`src/hdl/i2crb_pkg.sv`:
```
// Shared types, codes and constants for the I2C register burst master.
// Used by every module of the block; depends on nothing else.
package i2crb_pkg;

   // Configuration register indexes (word addresses on the CSR port).
   localparam int unsigned CSR_ADDR_W = 4;
   localparam logic [1:0] REG_DEVICE_ADDRESS = 2'd0;
   localparam logic [1:0] REG_PHASE_TICKS    = 2'd1;
   localparam logic [1:0] REG_ACK_RETRIES    = 2'd2;

   // Reset values of the configuration registers.
   localparam logic [6:0]  DEVICE_ADDRESS_RST = 7'd50;
   localparam logic [15:0] PHASE_TICKS_RST    = 16'd4;
   localparam logic [2:0]  ACK_RETRIES_RST    = 3'd3;

   // Error codes reported when a burst ends.
   localparam logic [2:0] ERR_NONE     = 3'd0;
   localparam logic [2:0] ERR_DEV_W    = 3'd1;
   localparam logic [2:0] ERR_REG      = 3'd2;
   localparam logic [2:0] ERR_DEV_R    = 3'd3;
   localparam logic [2:0] ERR_DATA     = 3'd4;

   // Stream widths.
   localparam int unsigned REQ_DATA_W = 32;
   localparam int unsigned RSP_DATA_W = 24;

   // Byte in flight on the bus.
   typedef enum logic [1:0] {
      STG_DEV_W = 2'd0,
      STG_REG   = 2'd1,
      STG_DEV_R = 2'd2,
      STG_DATA  = 2'd3
   } stage_type;

   // Bus sequencer states.
   typedef enum logic [4:0] {
      S_IDLE      = 5'd0,
      S_START_HI  = 5'd1,
      S_START_LO  = 5'd2,
      S_TX_LOW    = 5'd3,
      S_TX_HIGH   = 5'd4,
      S_ACK_LOW   = 5'd5,
      S_ACK_HIGH  = 5'd6,
      S_ACK_END   = 5'd7,
      S_REQ       = 5'd8,
      S_LOAD      = 5'd9,
      S_RX_LOW    = 5'd10,
      S_RX_HIGH   = 5'd11,
      S_MACK_LOW  = 5'd12,
      S_MACK_HIGH = 5'd13,
      S_STOP_LOW  = 5'd14,
      S_STOP_HIGH = 5'd15,
      S_STOP_END  = 5'd16
   } seq_state_type;

   // Configuration as seen by the sequencer.
   typedef struct packed {
      logic [6:0]  device_address;
      logic [15:0] phase_ticks;
      logic [2:0]  ack_retries;
   } cfg_type;

   // One tick item.
   typedef struct packed {
      logic       cmd_valid;
      logic       opcode;
      logic [7:0] reg_addr;
      logic [7:0] byte_count;
      logic [7:0] write_data;
      logic       sda_in;
   } item_type;

   // One tick result.
   typedef struct packed {
      logic       scl_pull_low;
      logic       sda_pull_low;
      logic       busy_res;
      logic       data_request;
      logic [7:0] read_byte;
      logic       read_valid;
      logic       read_last;
      logic       done_res;
      logic [2:0] error_stage;
   } result_type;

endpackage

```
`src/hdl/i2crb_csr.sv`:
```
// APB-style configuration registers of the I2C register burst master.
// Depends on i2crb_pkg for register indexes and reset values.
module i2crb_csr
   import i2crb_pkg::*;
(
   input  logic                  clock,
   input  logic                  reset,
   input  logic                  psel,
   input  logic                  penable,
   input  logic                  pwrite,
   input  logic [CSR_ADDR_W-1:0] paddr,
   input  logic [31:0]           pwdata,
   output logic [31:0]           prdata,
   output logic                  pready,
   output cfg_type               cfg
);

   logic [6:0]  dev_addr_ff, dev_addr_in;
   logic [15:0] phase_ticks_ff, phase_ticks_in;
   logic [2:0]  ack_retries_ff, ack_retries_in;
   logic        wr_en;
   logic [1:0]  reg_idx;

   assign pready  = 1'b1;
   assign wr_en   = psel & penable & pwrite & pready;
   assign reg_idx = paddr[3:2];

   // Register write decode.
   always_comb begin
      dev_addr_in    = dev_addr_ff;
      phase_ticks_in = phase_ticks_ff;
      ack_retries_in = ack_retries_ff;
      if (wr_en) begin
         case (reg_idx)
            REG_DEVICE_ADDRESS: dev_addr_in    = pwdata[6:0];
            REG_PHASE_TICKS:    phase_ticks_in = pwdata[15:0];
            REG_ACK_RETRIES:    ack_retries_in = pwdata[2:0];
            default: ;
         endcase
      end
   end

   always_ff @(posedge clock) begin
      if (reset) begin
         dev_addr_ff    <= DEVICE_ADDRESS_RST;
         phase_ticks_ff <= PHASE_TICKS_RST;
         ack_retries_ff <= ACK_RETRIES_RST;
      end else begin
         dev_addr_ff    <= dev_addr_in;
         phase_ticks_ff <= phase_ticks_in;
         ack_retries_ff <= ack_retries_in;
      end
   end

   // Read mux.
   always_comb begin
      case (reg_idx)
         REG_DEVICE_ADDRESS: prdata = {25'd0, dev_addr_ff};
         REG_PHASE_TICKS:    prdata = {16'd0, phase_ticks_ff};
         REG_ACK_RETRIES:    prdata = {29'd0, ack_retries_ff};
         default:            prdata = 32'd0;
      endcase
   end

   assign cfg.device_address = dev_addr_ff;
   assign cfg.phase_ticks    = phase_ticks_ff;
   assign cfg.ack_retries    = ack_retries_ff;

endmodule

```
`src/hdl/i2crb_seq.sv`:
```
// Bit-level I2C bus sequencer: advances one tick per processed item.
// Depends on i2crb_pkg for states, stages, item and result types.
module i2crb_seq
   import i2crb_pkg::*;
(
   input  logic       clock,
   input  logic       reset,
   input  logic       advance,
   input  item_type   item,
   input  cfg_type    cfg,
   output result_type result
);

   seq_state_type state_ff, state_in;
   stage_type     stage_ff, stage_in;
   logic [15:0]   pc_ff, pc_in;
   logic [2:0]    bit_ff, bit_in;
   logic [7:0]    shift_ff, shift_in;
   logic [7:0]    left_ff, left_in;
   logic [2:0]    retry_ff, retry_in;
   logic          is_read_ff, is_read_in;
   logic [7:0]    saved_reg_ff, saved_reg_in;
   logic [2:0]    perr_ff, perr_in;

   logic [15:0] eff_phase;
   logic [15:0] pc_inc;
   logic        phase_done;
   logic [16:0] pc_inc_wide;
   logic [2:0]  bit_inc;
   logic [7:0]  shift_rx;
   logic        txbit_low;
   logic        mack;

   // Phase timing shared by most states.
   assign eff_phase   = (cfg.phase_ticks == 16'd0) ? 16'd1 : cfg.phase_ticks;
   assign pc_inc      = pc_ff + 16'd1;
   assign phase_done  = (pc_inc >= eff_phase);
   assign pc_inc_wide = {1'b0, pc_ff} + 17'd1;
   assign bit_inc     = bit_ff + 3'd1;
   assign shift_rx    = {shift_ff[6:0], item.sda_in};
   assign txbit_low   = ~shift_ff[7];
   assign mack        = (left_ff > 8'd1);

   // Next state and datapath.
   always_comb begin
      state_in     = state_ff;
      stage_in     = stage_ff;
      pc_in        = pc_ff;
      bit_in       = bit_ff;
      shift_in     = shift_ff;
      left_in      = left_ff;
      retry_in     = retry_ff;
      is_read_in   = is_read_ff;
      saved_reg_in = saved_reg_ff;
      perr_in      = perr_ff;
      case (state_ff)
         S_IDLE: begin
            if (item.cmd_valid) begin
               is_read_in   = item.opcode;
               saved_reg_in = item.reg_addr;
               left_in      = (item.byte_count == 8'd0) ? 8'd1 : item.byte_count;
               stage_in     = STG_DEV_W;
               retry_in     = 3'd0;
               perr_in      = ERR_NONE;
               state_in     = S_START_HI;
               pc_in        = 16'd0;
            end
         end
         S_START_HI: begin
            pc_in = phase_done ? 16'd0 : pc_inc;
            if (phase_done) state_in = S_START_LO;
         end
         S_START_LO: begin
            pc_in = phase_done ? 16'd0 : pc_inc;
            if (phase_done) begin
               shift_in = {cfg.device_address, (stage_ff == STG_DEV_R)};
               bit_in   = 3'd0;
               state_in = S_TX_LOW;
            end
         end
         S_TX_LOW: begin
            pc_in = phase_done ? 16'd0 : pc_inc;
            if (phase_done) state_in = S_TX_HIGH;
         end
         S_TX_HIGH: begin
            pc_in = phase_done ? 16'd0 : pc_inc;
            if (phase_done) begin
               shift_in = {shift_ff[6:0], 1'b0};
               bit_in   = bit_inc;
               state_in = (bit_inc == 3'd0) ? S_ACK_LOW : S_TX_LOW;
            end
         end
         S_ACK_LOW: begin
            pc_in = phase_done ? 16'd0 : pc_inc;
            if (phase_done) begin
               retry_in = 3'd0;
               state_in = S_ACK_HIGH;
            end
         end
         S_ACK_HIGH: begin
            // Sample SDA at the end of the high phase, with extra retries.
            if (pc_inc_wide < {1'b0, eff_phase}) begin
               pc_in = pc_inc;
            end else if (!item.sda_in) begin
               retry_in = 3'd0;
               state_in = S_ACK_END;
               pc_in    = 16'd0;
            end else if (retry_ff < cfg.ack_retries) begin
               retry_in = retry_ff + 3'd1;
            end else begin
               retry_in = 3'd0;
               perr_in  = {1'b0, stage_ff} + 3'd1;
               state_in = S_STOP_LOW;
               pc_in    = 16'd0;
            end
         end
         S_ACK_END: begin
            pc_in = phase_done ? 16'd0 : pc_inc;
            if (phase_done) begin
               case (stage_ff)
                  STG_DEV_W: begin
                     shift_in = saved_reg_ff;
                     bit_in   = 3'd0;
                     stage_in = STG_REG;
                     state_in = S_TX_LOW;
                  end
                  STG_REG: begin
                     if (is_read_ff) begin
                        stage_in = STG_DEV_R;
                        state_in = S_START_HI;
                     end else begin
                        state_in = S_REQ;
                     end
                  end
                  STG_DEV_R: begin
                     bit_in   = 3'd0;
                     shift_in = 8'd0;
                     state_in = S_RX_LOW;
                  end
                  default: begin
                     left_in  = left_ff - 8'd1;
                     state_in = (left_ff == 8'd1) ? S_STOP_LOW : S_REQ;
                  end
               endcase
            end
         end
         S_REQ: begin
            state_in = S_LOAD;
            pc_in    = 16'd0;
         end
         S_LOAD: begin
            shift_in = item.write_data;
            bit_in   = 3'd0;
            stage_in = STG_DATA;
            state_in = S_TX_LOW;
            pc_in    = 16'd0;
         end
         S_RX_LOW: begin
            pc_in = phase_done ? 16'd0 : pc_inc;
            if (phase_done) state_in = S_RX_HIGH;
         end
         S_RX_HIGH: begin
            pc_in = phase_done ? 16'd0 : pc_inc;
            if (phase_done) begin
               shift_in = shift_rx;
               bit_in   = bit_inc;
               state_in = (bit_inc == 3'd0) ? S_MACK_LOW : S_RX_LOW;
            end
         end
         S_MACK_LOW: begin
            pc_in = phase_done ? 16'd0 : pc_inc;
            if (phase_done) state_in = S_MACK_HIGH;
         end
         S_MACK_HIGH: begin
            pc_in = phase_done ? 16'd0 : pc_inc;
            if (phase_done) begin
               left_in  = (left_ff == 8'd0) ? 8'd0 : left_ff - 8'd1;
               shift_in = 8'd0;
               bit_in   = 3'd0;
               state_in = (left_ff <= 8'd1) ? S_STOP_LOW : S_RX_LOW;
            end
         end
         S_STOP_LOW: begin
            pc_in = phase_done ? 16'd0 : pc_inc;
            if (phase_done) state_in = S_STOP_HIGH;
         end
         S_STOP_HIGH: begin
            pc_in = phase_done ? 16'd0 : pc_inc;
            if (phase_done) state_in = S_STOP_END;
         end
         S_STOP_END: begin
            pc_in = phase_done ? 16'd0 : pc_inc;
            if (phase_done) begin
               perr_in  = ERR_NONE;
               stage_in = STG_DEV_W;
               state_in = S_IDLE;
            end
         end
         default: begin
            state_in = S_IDLE;
            pc_in    = 16'd0;
         end
      endcase
   end

   // Pin drive and status for this tick.
   always_comb begin
      result = '0;
      result.busy_res = (state_ff != S_IDLE);
      case (state_ff)
         S_IDLE:      result.busy_res = item.cmd_valid;
         S_START_HI:  ;
         S_START_LO:  result.sda_pull_low = 1'b1;
         S_TX_LOW: begin
            result.scl_pull_low = 1'b1;
            result.sda_pull_low = txbit_low;
         end
         S_TX_HIGH:   result.sda_pull_low = txbit_low;
         S_ACK_LOW:   result.scl_pull_low = 1'b1;
         S_ACK_HIGH:  ;
         S_ACK_END:   result.scl_pull_low = 1'b1;
         S_REQ: begin
            result.scl_pull_low = 1'b1;
            result.data_request = 1'b1;
         end
         S_LOAD:      result.scl_pull_low = 1'b1;
         S_RX_LOW:    result.scl_pull_low = 1'b1;
         S_RX_HIGH: begin
            if (phase_done && bit_inc == 3'd0) begin
               result.read_valid = 1'b1;
               result.read_byte  = shift_rx;
               result.read_last  = (left_ff <= 8'd1);
            end
         end
         S_MACK_LOW: begin
            result.scl_pull_low = 1'b1;
            result.sda_pull_low = mack;
         end
         S_MACK_HIGH: result.sda_pull_low = mack;
         S_STOP_LOW: begin
            result.scl_pull_low = 1'b1;
            result.sda_pull_low = 1'b1;
         end
         S_STOP_HIGH: result.sda_pull_low = 1'b1;
         S_STOP_END: begin
            if (phase_done) begin
               result.done_res    = 1'b1;
               result.error_stage = perr_ff;
            end
         end
         default:     result.busy_res = 1'b0;
      endcase
   end

   // Sequencer state advances once per processed item.
   always_ff @(posedge clock) begin
      if (reset) begin
         state_ff     <= S_IDLE;
         stage_ff     <= STG_DEV_W;
         pc_ff        <= 16'd0;
         bit_ff       <= 3'd0;
         shift_ff     <= 8'd0;
         left_ff      <= 8'd0;
         retry_ff     <= 3'd0;
         is_read_ff   <= 1'b0;
         saved_reg_ff <= 8'd0;
         perr_ff      <= ERR_NONE;
      end else if (advance) begin
         state_ff     <= state_in;
         stage_ff     <= stage_in;
         pc_ff        <= pc_in;
         bit_ff       <= bit_in;
         shift_ff     <= shift_in;
         left_ff      <= left_in;
         retry_ff     <= retry_in;
         is_read_ff   <= is_read_in;
         saved_reg_ff <= saved_reg_in;
         perr_ff      <= perr_in;
      end
   end

endmodule

```
`src/hdl/i2c_register_burst_master_unit.sv`:
```
// Top level of the I2C register burst master: input register, sequencer, result register.
// Depends on i2crb_pkg, i2crb_csr and i2crb_seq.
//
// Usage: each transfer on the req_ stream is one bus tick. It carries the command
// fields (used only when the sequencer is idle), the next write byte and the
// sampled SDA level. Each tick produces exactly one transfer on the rsp_ stream
// with the SCL/SDA pull-low drives, busy, data request, received byte and the
// done flag with its error stage. rsp_tlast marks the final byte of a read burst.
// A req_ item waits in the input register, then passes through the sequencer into the
// result register, from which the rsp_ item is offered. Throughput is one item
// per clock while the rsp_ side keeps rsp_tready high; the sequencer's state
// registers are the only loop.
// When rsp_tready is low while a result is offered, the result register holds,
// the sequencer does not advance, and req_tready drops once the input register is full.
// Reset empties both registers, returns the sequencer to idle and loads the
// configuration defaults (device address 50, 4 ticks per phase, 3 retries).
// The user writes the csr_ port only while the block is idle; nothing enforces it.
module i2c_register_burst_master_unit
   import i2crb_pkg::*;
(
   input  logic                  clock,
   input  logic                  reset,
   // req tdata: cmd_valid[0], reg_addr[8:1], byte_count[16:9], write_data[24:17],
   // sda_in[25], zero padding[31:26]
   input  logic                  req_tvalid,
   output logic                  req_tready,
   input  logic [REQ_DATA_W-1:0] req_tdata,
   // req tuser: opcode[0]
   input  logic                  req_tuser,
   // rsp tdata: scl_pull_low[0], sda_pull_low[1], busy_res[2], data_request[3],
   // read_byte[11:4], read_valid[12], done_res[13], error_stage[16:14], zero[23:17]
   output logic                  rsp_tvalid,
   input  logic                  rsp_tready,
   output logic [RSP_DATA_W-1:0] rsp_tdata,
   output logic                  rsp_tlast,
   input  logic                  csr_psel,
   input  logic                  csr_penable,
   input  logic                  csr_pwrite,
   input  logic [CSR_ADDR_W-1:0] csr_paddr,
   input  logic [31:0]           csr_pwdata,
   output logic [31:0]           csr_prdata,
   output logic                  csr_pready
);

   cfg_type    cfg;
   item_type   item_ff, item_in;
   logic       item_valid_ff;
   result_type seq_result;
   result_type rsp_ff;
   logic       rsp_valid_ff;
   logic       advance;

   i2crb_csr u_csr (
      .clock   (clock),
      .reset   (reset),
      .psel    (csr_psel),
      .penable (csr_penable),
      .pwrite  (csr_pwrite),
      .paddr   (csr_paddr),
      .pwdata  (csr_pwdata),
      .prdata  (csr_prdata),
      .pready  (csr_pready),
      .cfg     (cfg)
   );

   // The held item moves into the result register when that register frees up.
   assign advance    = item_valid_ff & (~rsp_valid_ff | rsp_tready);
   assign req_tready = ~item_valid_ff | advance;

   // Unpack the request transfer.
   assign item_in.cmd_valid  = req_tdata[0];
   assign item_in.opcode     = req_tuser;
   assign item_in.reg_addr   = req_tdata[8:1];
   assign item_in.byte_count = req_tdata[16:9];
   assign item_in.write_data = req_tdata[24:17];
   assign item_in.sda_in     = req_tdata[25];

   // Input register.
   always_ff @(posedge clock) begin
      if (reset) begin
         item_valid_ff <= 1'b0;
      end else if (req_tready) begin
         item_valid_ff <= req_tvalid;
      end
   end

   always_ff @(posedge clock) begin
      if (req_tvalid && req_tready) begin
         item_ff <= item_in;
      end
   end

   i2crb_seq u_seq (
      .clock   (clock),
      .reset   (reset),
      .advance (advance),
      .item    (item_ff),
      .cfg     (cfg),
      .result  (seq_result)
   );

   // Result register.
   always_ff @(posedge clock) begin
      if (reset) begin
         rsp_valid_ff <= 1'b0;
      end else if (advance) begin
         rsp_valid_ff <= 1'b1;
      end else if (rsp_tready) begin
         rsp_valid_ff <= 1'b0;
      end
   end

   always_ff @(posedge clock) begin
      if (advance) begin
         rsp_ff <= seq_result;
      end
   end

   // Pack the result transfer.
   assign rsp_tvalid = rsp_valid_ff;
   assign rsp_tlast  = rsp_ff.read_last;
   assign rsp_tdata  = {7'd0, rsp_ff.error_stage, rsp_ff.done_res, rsp_ff.read_valid,
                        rsp_ff.read_byte, rsp_ff.data_request, rsp_ff.busy_res,
                        rsp_ff.sda_pull_low, rsp_ff.scl_pull_low};

endmodule

```
`config.mk`:
```
export PLATFORM = sky130hd
export DESIGN_NAME = i2c_register_burst_master_unit
export DESIGN_NICKNAME = d
export VERILOG_FILES = /design/src/hdl/i2crb_pkg.sv /design/src/hdl/i2crb_csr.sv /design/src/hdl/i2crb_seq.sv /design/src/hdl/i2c_register_burst_master_unit.sv
export SDC_FILE = /design/constraint.sdc
export NUM_CORES = 1
export LEC_CHECK = 0
export BUFFER_PORTS_ARGS = -buffer_cell sky130_fd_sc_hd__buf_4
export CORE_MARGIN = 4
export CORE_UTILIZATION = 56
export DETAILED_ROUTE_END_ITERATION = 8
export GPL_TIMING_DRIVEN = 1
export HOLD_SLACK_MARGIN = 0.06
export PLACE_DENSITY = 0.88
export SETUP_SLACK_MARGIN = 0.15
export SYNTH_ARGS = -nofsm -noshare
export SYNTH_HDL_FRONTEND = slang
export SYNTH_SLANG_ARGS = --single-unit
```
`constraint.sdc`:
```
create_clock -name clock -period 4.9 [get_ports clock]
set_input_delay 1.47 -clock clock [delete_from_list [all_inputs] [get_ports clock]]
set_output_delay 1.47 -clock clock [all_outputs]
set_load 0.02 [all_outputs]
```
== Word-level counts from Yosys, hierarchy flattened ==
Cells that the tools add are included.

* Reductions and logical operators: 41
* Bitwise operators: 8
* Equal/unequal tests: 47
* Order comparisons: 5
* Multiplexer cells: 74
* Add/subtract/negate cells: 6

{| class="wikitable"
|+ Operators with widths
! cell !! count
|-
| $mux W16 || 6
|-
| $pmux W16 S3 || 2
|-
| $mux W8 || 11
|-
| $mux W5 || 17
|-
| $pmux W5 S17 || 1
|-
| $pmux W8 S6 || 1
|-
| $mux W3 || 15
|-
| $eq A5 B4 Y1 const B || 8
|-
| $ne A2 B1 Y1 const B || 15
|-
| $pmux W8 S3 || 1
|-
| $eq A5 B3 Y1 const B || 4
|-
| $pmux W3 S3 || 2
|-
| $add A16 B1 Y17 const B || 1
|-
| $lt A17 B16 Y1 || 1
|-
| $reduce_and A17 Y1 || 1
|-
| $add A16 B1 Y16 const B || 1
|-
| $ge A16 B16 Y1 || 1
|-
| $logic_not A16 Y1 || 1
|-
| $logic_not A8 Y1 || 2
|-
| $pmux W8 S2 || 1
|-
| $reduce_or A16 Y1 || 1
|-
| $pmux W5 S3 || 1
|-
| $reduce_and A7 Y1 || 2
|-
| $reduce_or A13 Y1 || 1
|-
| other kinds (44) || 84
|}

* Register bits: 130
* Output and inout bits: 60
* Input bits: 76

== Depth between registers and ports, before layout ==
Gate-level depths: netlist of the first run.

* Depth after elaboration: 5
* Depth in mapped cells: 16
* Mapped depth without buffers: 14

== Hierarchy ==
From an unflattened synthesis of the first run, not the netlist that was laid out.

* Cell total of the unflattened synthesis: 767
* Area total of the unflattened synthesis: 7,348.3 sq um

{| class="wikitable"
|+ Modules (own cells, without submodules)
! module !! seq. area each (sq um) !! cells each !! times used !! area each (sq um)
|-
| i2crb_seq || 1,141.1 || 544 || 1 || 4,374.2
|-
| i2c_register_burst_master_unit || 1,391.3 || 63 || 1 || 1,511.4
|-
| i2crb_csr || 520.5 || 160 || 1 || 1,462.7
|}

== Worst setup path before layout of the first run ==
No wires, ideal clock.

* Path kind: input to output
* From: input port csr_paddr[3]
* To: output port csr_prdata[0]
* Data required time: 3.430 ns
* Setup slack: 0.848 ns
* Arrival time: 2.582 ns
* Path buffers: 2
* Stages: 4
* Cell sequence: clkbuf_1 clkbuf_1 mux2i_1 o21ai_0

* Longest elaborated chain between the ends: 2
* Elaborated cells on any way between the ends: 4
* Classes of those cells: eq/ne: 2; mux: 1; reduce/logical: 1

{| class="wikitable"
|+ Ends and longest elaborated chain
! item !! RTL line !! text
|-
| from (decl) || i2c_register_burst_master_unit.sv:39 || <nowiki>input logic [CSR_ADDR_W-1:0] csr_paddr,</nowiki>
|-
| $eq A2 B2 Y1, or another cell as far along || i2crb_csr.sv:57 || <nowiki>case (reg_idx)</nowiki>
|-
| $pmux W16 S3 (*) || i2crb_csr.sv:57 ||
|-
| to (decl) || i2c_register_burst_master_unit.sv:41 || <nowiki>output logic [31:0] csr_prdata,</nowiki>
|}

Mark *: on every way between the ends. The rest lies on a longest branch, timed or not.

== Worst setup path after layout of the first run ==
* From: register u_seq.pc_ff[2]
* To: register u_seq.bit_ff[0]

* Longest elaborated chain between the ends: 4
* Elaborated cells on any way between the ends: 6
* Classes of those cells: add/sub: 1; order compare: 1; eq/ne: 3; reduce/logical: 1

{| class="wikitable"
|+ Ends and longest elaborated chain
! item !! RTL line !! text
|-
| from (decl) || i2crb_seq.sv:16 || <nowiki>logic [15:0] pc_ff, pc_in;</nowiki>
|-
| from (signal assigned) || i2crb_seq.sv:271 || <nowiki>pc_ff <= pc_in;</nowiki>
|-
| $add A16 B1 Y16 (*) || i2crb_seq.sv:36 || <nowiki>assign pc_inc = pc_ff + 16'd1;</nowiki>
|-
| $ge A16 B16 Y1 (*) || i2crb_seq.sv:37 || <nowiki>assign phase_done = (pc_inc >= eff_phase);</nowiki>
|-
| $ne A2 B1 Y1 (no line) || -- ||
|-
| $reduce_and A6 Y1 (no line) (*) || -- ||
|-
| to (signal assigned) || i2crb_seq.sv:272 || <nowiki>bit_ff <= bit_in;</nowiki>
|-
| to (decl) || i2crb_seq.sv:17 || <nowiki>logic [2:0] bit_ff, bit_in;</nowiki>
|}

Marks and branches as above.
A chain may end at the register's enable or synchronous reset.

==> results of run 1 <==
## cell type report
type | instances | area, µm²
clock buffer | 17 | 425
clock inverter | 15 | 169
fill | 933 | 3920
inverter | 32 | 120
multi-input combinational | 589 | 3690
sequential | 130 | 3050
tap | 168 | 210
timing repair buffer | 90 | 676
## power by group
group	total, W	internal (W)	leakage [nW]	switching (W)
clock network	0.00128	0.000763	0.287	0.000514
registers	0.00121	0.00116	1.12	0.0000494
logic	0.000368	0.000141	1.83	0.000227
## worst paths after layout
check	start	to	slack, ps
min	u_seq.bit_ff[2]	u_seq.bit_ff[2]	460
max	u_seq.pc_ff[2]	u_seq.bit_ff[0]	610
min reg2reg	u_seq.bit_ff[2]	u_seq.bit_ff[2]	460
max reg2reg	u_seq.pc_ff[2]	u_seq.bit_ff[0]	610
## cell usage in the layout (no fill, tap or decap), types with 13 or more instances in the layout
| cell type | count |
|---|---|
| a211oi_1 | 14 |
| clkbuf_16 | 17 |
| nor3_1 | 17 |
| nand2_1 | 106 |
| a21o_1 | 14 |
| nor2_1 | 63 |
| edfxtp_1 | 45 |
| dfxtp_1 | 85 |
| xnor2_1 | 13 |
| o21ai_0 | 21 |
| nand3_1 | 33 |
| a31oi_1 | 18 |
| a21oi_1 | 51 |
| ha_1 | 29 |
| and2_1 | 23 |
| buf_4 | 90 |
| inv_1 | 32 |
| conb_1 | 24 |
| mux2i_1 | 27 |
## critical path: cells and delay by family (launching register included)
family | cells | cell delay [ps]
and+or+nand+nor | 7 | 1960
DFF | 1 | 480
adders and majority gates | 1 | 330
buffers and inverters | 1 | 280
AOI/OAI and AO/OA | 3 | 1070
xor gates and xnor gates | 1 | 100
## cell families (layout without fill, tap and decap cells)
kind of cell	count (synthesis)	after routing
AO/OA/AOI/OAI	173	173
XOR/XNOR	20	20
adder cells (fa/ha/maj)	29	29
buffers and inverters	99	154
flip-flops	130	130
multiplexers	28	28
other	2	24
AND/OR/NAND/NOR	315	315
## sequential cells by signal (all words and copies together) (netlist names), 3 cells and up
name / count
item_ff: 27
u_seq.saved_reg_ff: 8
u_seq.left_ff: 8
u_seq.bit_ff: 3
u_seq.pc_ff: 16
u_seq.retry_ff: 3
u_csr.dev_addr_ff: 7
u_csr.phase_ticks_ff: 16
u_seq.perr_ff: 3
u_csr.ack_retries_ff: 3
u_seq.state_ff: 5
u_seq.shift_ff: 8
rsp_tdata: 17
## layer usage
metal | global-route usage, % | part of all wire, %
met4 | 9.77 | 2.5
met5 | 0 | 0
met1 | 31.8 | 43
met3 | 5.55 | 7.4
met2 | 37.1 | 47
## metrics by stage
stage	power, W	utilization (%)
2_1_floorplan	0.00150	-
4_1_cts	0.00286	68.1
3_5_place_dp	0.00159	63.2
5_1_grt	0.00296	68.1
6_report	0.00285	68.1
3_3_place_gp	0.00158	63.2
==> run metrics, run 1 <==
Routed WL per cell=16.2 µm; multiplexer share of the synthesized area=3.94%; sequential-to-total area share from yosys stat=42.8%; clk_lat worst skew=430 ps; core outline area=0.0123 mm²; Die H=121 µm; ys flop type=dfxtp_1; Yosys cell types=78; largest cells by area after synthesis=dfxtp_1 24%, edfxtp_1 19%, nand2_1 5.6%; Worst Skew=8.68 ps; Placement Setup Slack=752 ps; Cells after Synth=796; Via density=5.88; Antenna Cells=0; Post-synth EDFFs=45; CP arrival=4650 ps; CP endpoint kind=register; crit path kind=reg -> reg; Worst path max stage delay=600 ps; Final setup viols=0; Final Cycle Share=87.5%; adder-cell share of the synthesized area=5.08%; hold depth=2; hold slack=455 ps; # rows=40; Tightest Pin Transition=1180 ps; share of cells above drive strength 1=16.6%; largest family of logic cells by synthesized area=simple AND/OR/NAND/NOR gates; CTS tree=yes; PostCTS Resize Cnt=0; endpoints failing hold=0; leak pwr=3.23 nW; Final nets=965; Slew HR=21.3%; grt ovf=0; total number of yosys warnings=0; clk sinks=130; register clock-pin slew on the reported worst setup and hold paths=60 ps; vias in the first global route=5652; Maximum Capacitance Violations=0; setup_tns=0 ps; average size of a mapped cell=8.97 µm²; RD Place Congestion=0.896; dpl cells=1009; Max Clk Rate=233 MHz; die area=0.0146 mm²; routed wire length=16900 µm; crit-path max FO=13; Syn-to-layout area delta=16.9%; Finished Layout Cells=1041; Post-DP HPWL=11500 µm; status=finished, final reports clean; XOR/XNOR Fraction of Synth Area=2.45%; DRC viols=0; Synth area leader=dfxtp_1; Power per Cell Area=342 mW/mm²; I/O pin cnt=136; Cell Chain, Critical Path=and3_1 -> nand3_1 -> nor2_1 -> nand4_1 -> nor2_1 -> xor2_1 -> ha_1 -> nand4_1 -> a31oi_1 -> o311ai_2 -> buf_4 -> or3b_1 -> a21oi_1; type of origin of the critical path=register; Post-DRT Antenna Nets=0; Slew Limit Fails=0; Num CTS Buffers=17; Post-Syn Area=0.00714 mm²; Port Buf Inserts=87; most frequent cell after synthesis=nand2_1; CTS root buf=clkbuf_16; post-synth top area share=23.8%; Die Wd=121 µm; CP required=5260 ps; initial DRC count=504; ys async rst share=0%; postcts setup bufs=0; Worst Hold Class=reg -> reg; Compound-Gate Fraction of Synth Area=16.8%; initial antenna violation count=0; RSZ-0062 raised after global routing=no; worst reg-to-reg path cell count=13; first-pass GRT wire length=27800 µm; H-tree lvl count=4; Post-synth top cells=106 x nand2_1, 85 x dfxtp_1, 63 x nor2_1; Peak supply drop=354 µV; area of placed instances=0.00775 mm²; Post-CTS Hold Buffers=0; via count=6120; maximum number of pins on one net before global-route repair=54; min cycle time layout=4290 ps; simple-gate portion of the synthesized area=22.1%; Starting Density=58.2%; CTS max path bufs=2; design area=0.00834 mm²; Critical-path top delay cell=a31oi_1; Total GRT Usage=23.7%; synthesized flop and latch total=130; Final WS setup=610 ps; drt first pass iters=6
No activity file was read; power rests on OpenSTA's default activity.
==> run 2: changes to the inputs <==
==> constraint.sdc (replaced) <==
create_clock -name clock -period 4.9 [get_ports clock]
set_input_delay 1.47 -clock clock [delete_from_list [all_inputs] [get_ports clock]]
set_output_delay 1.47 -clock clock [all_outputs]
set_load 0.01 [all_outputs]
==> run metrics, run 2 (synthesis results as in run 1) <==
# rows=40; register area=0.00305 mm²; Post-CTS Hold Buffers=0; worst r2r src=u_seq.pc_ff[2]; Final setup viols=0; CP required=5210 ps; postcts setup bufs=0; Cell Chain, Critical Path=and3_1 -> nand3_1 -> nor2_1 -> nand4_1 -> nor2_1 -> xor2_1 -> ha_1 -> a21oi_1 -> o21ai_2 -> a31o_2 -> o31ai_1 -> and2_1 -> nor2_1 -> a22o_1; Filler Cell Count=880; crit-path max FO=13; Hold Crit Start=u_seq.perr_ff[0]; type of origin of the critical path=register; Finished Layout Cells=1041; routed wire length=17200 µm; min cycle time layout=4330 ps; internal power=0.00204 W; RSZ-0062 raised after global routing=no; CTS max path bufs=2; Critical-path top delay cell=and2_1; Slew HR=22.1%; H-tree lvl count=4; Flop pwr share=42.9%; Multi-input gate area=0.00369 mm²; drt first pass iters=5; CP endpoint kind=register; Clk pwr share=44.6%; Peak supply drop=271 µV; clk_lat worst skew=420 ps; leak pwr=3.23 nW; max reg flops=27; most frequent cells in the layout=106 x nand2_1, 90 x buf_4, 85 x dfxtp_1; crit path launch=u_seq.pc_ff[2]; RD Place Congestion=0.897; Worst path max stage delay=490 ps; core outline area=0.0123 mm²; endpoints failing hold=0; Maximum Capacitance Violations=0; first-pass GRT wire length=27600 µm; Max Clk Rate=231 MHz; Slew Limit Fails=0; Syn-to-layout area delta=16.8%; CTS tree=yes; Final Cycle Share=88.4%; Port Buf Inserts=87; Die H=121 µm; Power per Cell Area=338 mW/mm²; Tightest Pin Transition=1170 ps; Die Wd=121 µm; via count=6167; share of cells above drive strength 1=16.7%; crit path kind=reg -> reg; Total GRT Usage=23.6%; Post-DP HPWL=11600 µm; Antenna Cells=0; Num CTS Buffers=17; initial antenna violation count=0; combinational power share=12.5%; Worst Hold Class=reg -> reg; maximum number of pins on one net before global-route repair=54; CP bufs+invs=0; PostCTS Resize Cnt=0; commonest non-fill, non-tap cell in the layout=nand2_1; Via density=5.92; vias in the first global route=5709; Worst Skew=8.87 ps; register clock-pin slew on the reported worst setup and hold paths=60 ps; initial DRC count=514; Routed WL per cell=16.5 µm; status=finished, final reports clean; die area=0.0146 mm²; I/O pin cnt=136; dpl cells=1009; most used cell, CP=nor2_1; grt ovf=0; P_sw=0.000777 W; clk sinks=130; Final nets=965; switch share=27.6%; Largest Register=item_ff; setup_tns=0 ps; DRC viols=0; CTS root buf=clkbuf_16; hold slack=448 ps; CP arrival=4640 ps; Post-DRT Antenna Nets=0; Starting Density=58.2%; Top delay family on crit path=simple AND/OR/NAND/NOR gates
## run 2: changes by cell type in the layout (fill, tap and decap cells not counted)
cell and change:
bufinv_16 -1, clkinv_1 -1, inv_8 +1, inv_6 -2, clkbuf_8 +2, clkinv_4 +1
## run 2: worst paths after layout
check / end / slack, ps / cells after the start
max: u_seq.pc_ff[0] / 570 / 14
min: u_seq.perr_ff[0] / 450 / 2
max reg2reg: u_seq.pc_ff[0] / 570 / 14
min reg2reg: u_seq.perr_ff[0] / 450 / 2
## run 2: tightest hold or removal path: stages (launching register included)
cell	delay (ps)
dfxtp_1	310
nand2_1	50
a21oi_1	50
## run 2: layout make-up
| type | count | share of cell area (%) |
|---|---|---|
| inverters | 32 | 1.44 |
| well taps | 168 | 2.52 |
| clock inverters | 13 | 1.65 |
| repair buffers | 90 | 8.10 |
| clock buffers | 19 | 5.43 |
| multi-input cells | 589 | 44.3 |
| flip-flops and latches | 130 | 36.6 |
## run 2: through the flow
step / area, µm² / total power [W] / utilization (%) / worst slack (ps)
global placement: 7750 / 0.00156 / 63.2 / 790
global route: 8340 / 0.00292 / 68.0 / 252
CTS: 8340 / 0.00281 / 68.0 / 621
detailed placement: 7750 / 0.00157 / 63.2 / 723
floorplan: 7220 / 0.00148 / - / 1050
finish: 8340 / 0.00282 / 68.0 / 570
## run 2: power groups by stage
stage	Combinational (W)	Clock (W)	Sequential (W)
4_1_cts	0.000346	0.00126	0.00121
6_report	0.000352	0.00126	0.00121
2_1_floorplan	0.000278	0	0.00120
3_3_place_gp	0.000336	0	0.00123
5_1_grt	0.000386	0.00131	0.00121
3_5_place_dp	0.000343	0	0.00123
## run 2: routing by layer
layer | global-route usage (%) | part of all wire (%)
met1 | 30.9 | 41
met2 | 38.0 | 48
met3 | 5.45 | 8.0
met4 | 9.42 | 2.5
met5 | 0 | 0
